`config.mk`:
```
export PLATFORM = sky130hd
export DESIGN_NAME = tds_mul
export DESIGN_NICKNAME = d
export VERILOG_FILES = /design/src/rtl/tridiagonal_solver_core_assert.svh /design/src/rtl/tds_pkg.sv /design/src/rtl/tds_mul.sv
export SDC_FILE = /design/constraint.sdc
export NUM_CORES = 2
export LEC_CHECK = 0
export BUFFER_PORTS_ARGS = -buffer_cell sky130_fd_sc_hd__buf_2
export CAP_MARGIN = 20
export CORE_UTILIZATION = 61
export CTS_CLUSTER_DIAMETER = 50
export DETAILED_ROUTE_END_ITERATION = 10
export GPL_TIMING_DRIVEN = 1
export PLACE_DENSITY = 0.78
export RECOVER_POWER = 50
export SKIP_CTS_REPAIR_TIMING = 1
export SYNTH_ARGS = -nofsm -noshare
export SYNTH_HDL_FRONTEND = slang
export SYNTH_SLANG_ARGS = --single-unit
```
`constraint.sdc`:
```
create_clock -name clk -period 12.1 [get_ports clk]
set_clock_uncertainty 0.15 [all_clocks]
set_input_delay 1.815 -clock clk [delete_from_list [all_inputs] [get_ports clk]]
set_output_delay 1.815 -clock clk [all_outputs]
set_load 0.02 [all_outputs]
```
`src/rtl/tridiagonal_solver_core_assert.svh`:
```
// ---------------------------------------------------------------------------
// Assertion macros for the tridiagonal solver
// ---------------------------------------------------------------------------
`ifndef TRIDIAGONAL_SOLVER_CORE_ASSERT_SVH
`define TRIDIAGONAL_SOLVER_CORE_ASSERT_SVH

// same-cycle implication
`define TDS_ASSERT_NOW(lbl, ante, cons, msg) \
  lbl: assert property (@(posedge clk) disable iff (!rst_n) (ante) |-> (cons)) else $error(msg);

// next-cycle implication
`define TDS_ASSERT_NEXT(lbl, ante, cons, msg) \
  lbl: assert property (@(posedge clk) disable iff (!rst_n) (ante) |=> (cons)) else $error(msg);

`endif

```
`src/rtl/tds_pkg.sv`:
```
// ---------------------------------------------------------------------------
// tds_pkg
// Shared types, defaults and helpers of the tridiagonal solver.
// ---------------------------------------------------------------------------
`default_nettype none

package tds_pkg;

  localparam int MAX_ROWS_DEF  = 64;
  localparam int FRAC_BITS_DEF = 16;

  // one matrix row
  typedef struct packed {
    logic signed [31:0] sub_diag;
    logic signed [31:0] main_diag;
    logic signed [31:0] super_diag;
    logic signed [31:0] rhs;
    logic               last_row;
  } in_word_t;

  // one solved unknown
  typedef struct packed {
    logic signed [31:0] solution;
    logic [5:0]         row_index;
    logic               last;
    logic               singular;
  } out_word_t;

  typedef enum logic [3:0] {
    ST_IDLE,
    ST_MUL_C,
    ST_SUB_C,
    ST_MUL_D,
    ST_SUB_D,
    ST_DIV_C,
    ST_WAIT_C,
    ST_DIV_D,
    ST_WAIT_D,
    ST_OUT,
    ST_BS_MUL,
    ST_BS_SUB
  } state_t;

  // saturate a 33-bit difference to 32 bits
  function automatic logic signed [31:0] sat33(input logic signed [32:0] v);
    logic signed [31:0] r;
    if (v[32] != v[31]) begin
      r = v[32] ? 32'sh8000_0000 : 32'sh7fff_ffff;
    end else begin
      r = v[31:0];
    end
    return r;
  endfunction

endpackage

`default_nettype wire

```
`src/rtl/tds_mul.sv`:
```
// ---------------------------------------------------------------------------
// tds_mul
// Shared fixed-point multiplier: registered 32x32 product, then a floor
// shift by the fraction bits and saturation to 32 bits.
// ---------------------------------------------------------------------------
`default_nettype none

module tds_mul import tds_pkg::*; #(
  parameter int FRAC_BITS = FRAC_BITS_DEF
) (
  input  wire                clk,
  input  wire                en,
  input  wire  signed [31:0] op_a,
  input  wire  signed [31:0] op_b,
  output logic signed [31:0] res
);

  logic signed [63:0] prod_r;
  logic signed [63:0] shifted;

  always_ff @(posedge clk) begin
    if (en) begin
      prod_r <= op_a * op_b;
    end
  end

  // arithmetic shift rounds toward minus infinity
  always_comb begin
    shifted = prod_r >>> FRAC_BITS;
    if (shifted[63:31] != {33{shifted[63]}}) begin
      res = shifted[63] ? 32'sh8000_0000 : 32'sh7fff_ffff;
    end else begin
      res = shifted[31:0];
    end
  end

endmodule

`default_nettype wire

```
==> results.cfg <==
[run_status]
status = finished with violations
violations = capacitance limit, slew limit

[die]
core_sq_mm = 0.06058
dieArea_sq_mm = 0.06260
die_w_um = 250.2
rows = 90
start_util_pct = 62.03
die_height_um = 250.2
ioPinCount = 98

[cts]
clkTransAtPathRegs_ns = 0.07
cts_sinks = 48
cts_buffers = 5
cts_max_level = 2
cts_tree = built
cts_buffer_depth = 2
cts_root_buf = clkbuf_16

[routing]
via_per_inst = 5.657
vias = 26193
totalWireLength_um = 93660
drt_first_iter_violations = 1642
ant_nets = 0
dr.pass1.iters = 7
drc = 0
wl_per_cell_um = 20.23

[synth]
synth_xor_area_share_pct = 1.398
synthMuxAreaShare_pct = 0
ys_types = 60
netlist_area_sq_mm = 0.03758
yosys.area_share.simple_pct = 15.42
synth-adder-area-share_pct = 63.58
synth_nets = 5273
ys_seq_area_share_pct = 3.836
postSynthCellCount = 3946
synth_ff_type = edfxtp_1
async_reset_ff_share_pct = 0
synth_edf_count = 48
syn_area_per_cell_sq_um = 9.523
synth_top_family_by_area = adder cells
yosysWarningCount = 0
synth-compound-area-share_pct = 3.719
synth_seq_cells = 48

[worst_setup_path]
cp_top_family = adder cells
critPathBufInv = 6
end_kind = flip-flop
worstPathRequired_ns = 12.06
crit_slowest_cell = fa_1
startpoint_type = input port
worstPathMaxFanout = 32
path_cells = buf_2 > nand2_1 > inv_1 > fa_1 > inv_1 > fa_1 > inv_1 > fa_1 > fa_1 > inv_1 > fa_1 > inv_1 > fa_1 > fa_1 > fa_1 > ha_1 > a21o_1 > a21o_1 > a21o_1 > a21o_1 > a21oi_4 > o21ai_0 > a2111o_1 > o311ai_1
crit_arrival_ns = 9.91
max_stage_delay_ns = 0.81
path_class = input port to flip-flop
cp_common_cell = fa_1

[place]
place_congestion = 0.9447
dp_hpwl_um = 75110
port_buffers = 97

[timing]
setup_viol = 0
fin_crit_sh_pct = 82.22
drv_slew = 43
rsz0062_at_grt = false
final.setup.tns_ns = 0
timing.hold.ws_ns = 1.772
worstMarginPinSlew_ns = 2.254
fmax_mhz = 100.5
relSlewSlack_pct = -50.28
hold_violations = 0
fin_crit_ns = 9.949

[cells_and_area]
regMostFlops = prod_r
layout_commonest_cell = fa_1
fin_nets = 5170
biggestRegsByFlops = prod_r: 48 flops
final_cell_mix = fa_1 (1081), inv_1 (994), nand2_1 (517)
fill_cells = 4898
drive_above_1_share_pct = 2.706
synthToLayoutAreaGrowth_pct = 2.218
largest_reg_flops = 48

[grt]
grt_pass1_vias = 29570
antenna_found_initial = 7
use_met2_pct = 56.02
grtUsageMet1_pct = 36.50
grt-busiest-layer = met2
grtUsageMet3_pct = 3.523
track_usage_pct = 31.73
grt-ovfl-total = 0
grt_max_degree = 49
grt_pass1_wl_um = 153100

[run]
max-cap-violations = 1

[worst_hold_path]
holdCritPathClass = input port to flip-flop
[stage by stage]
| step | cell area, sq um | cells | setup WS (ns) | utilization [%] |
|---|---|---|---|---|
| 6_report | 38410 | 4630 | 2.151 | 63.40 |
| 5_1_grt | 38410 | 4629 | 1.642 | 63.40 |
| 4_1_cts | 38400 | 4623 | 2.137 | 63.39 |
| 3_5_place_dp | 38270 | 4616 | 1.833 | 63.17 |
| 3_3_place_gp | 38270 | 4616 | 2.048 | 63.17 |
| 2_1_floorplan | 37580 | 3946 | 2.789 | - |
[cell families (layout without fill, tap and decap cells)]
kind of cell	after synthesis	in the layout
compound gates	214	214
xor+xnor	60	60
fa+ha+maj	1261	1261
buf+inv	1205	1102
flops	48	48
other cells	0	5
simple gates	1158	1158
[Yosys cell counts, types with 4 or more instances]
cell      number  area, sq um
nor3_1        10        50.05
o211ai_1       4        30.03
nand2_1      517         1941
a21oi_1       54        270.3
fa_1        1081        21640
nand3_1       14        70.07
xor2_1        19        166.4
edfxtp_1      48         1441
ha_1         180         2252
nor4_1         4        25.02
nor2_1        56        210.2
nor2b_1        7        43.79
xnor2_1       41        359.1
o21ai_0       63        315.3
nand2b_1      11        68.82
o21a_1         8        60.06
inv_1        994         3731
a31oi_1        4        25.02
clkbuf_1     205        769.5
buf_1          4        15.01
o21bai_1       6        45.04
nand4_1       17        106.4
and2_1       510         3191
a21o_1        40        300.3
[metal layers]
layer  share of wire (%)  wire length, um
met5                   0                0
met4                 8.2             7719
met3                 6.2             5816
met2                  52            48460
met1                  34            31670
[path summary, 6_finish.rpt]
path | end | from | cells after the start | slack [ns]
max | prod_r[58]$_DFFE_PP_ | op_b[5] | 24 | 2.15
min | prod_r[61]$_DFFE_PP_ | en | 1 | 1.77
[cell type report]
cell class	instances	area (sq um)	area share (%)
Multi-Input combinational cell	2693	31620	82.31
Inverter	994	3731	9.714
Sequential cell	48	1441	3.753
Tap cell	782	978.4	2.547
Timing Repair Buffer	101	498.0	1.296
Clock buffer	5	125.1	0.3257
Antenna cell	5	12.51	0.03257
Clock inverter	2	7.507	0.01954
Power is not shown: default switching activity piles up to over one toggle a cycle in this logic, so the estimate is an artifact.
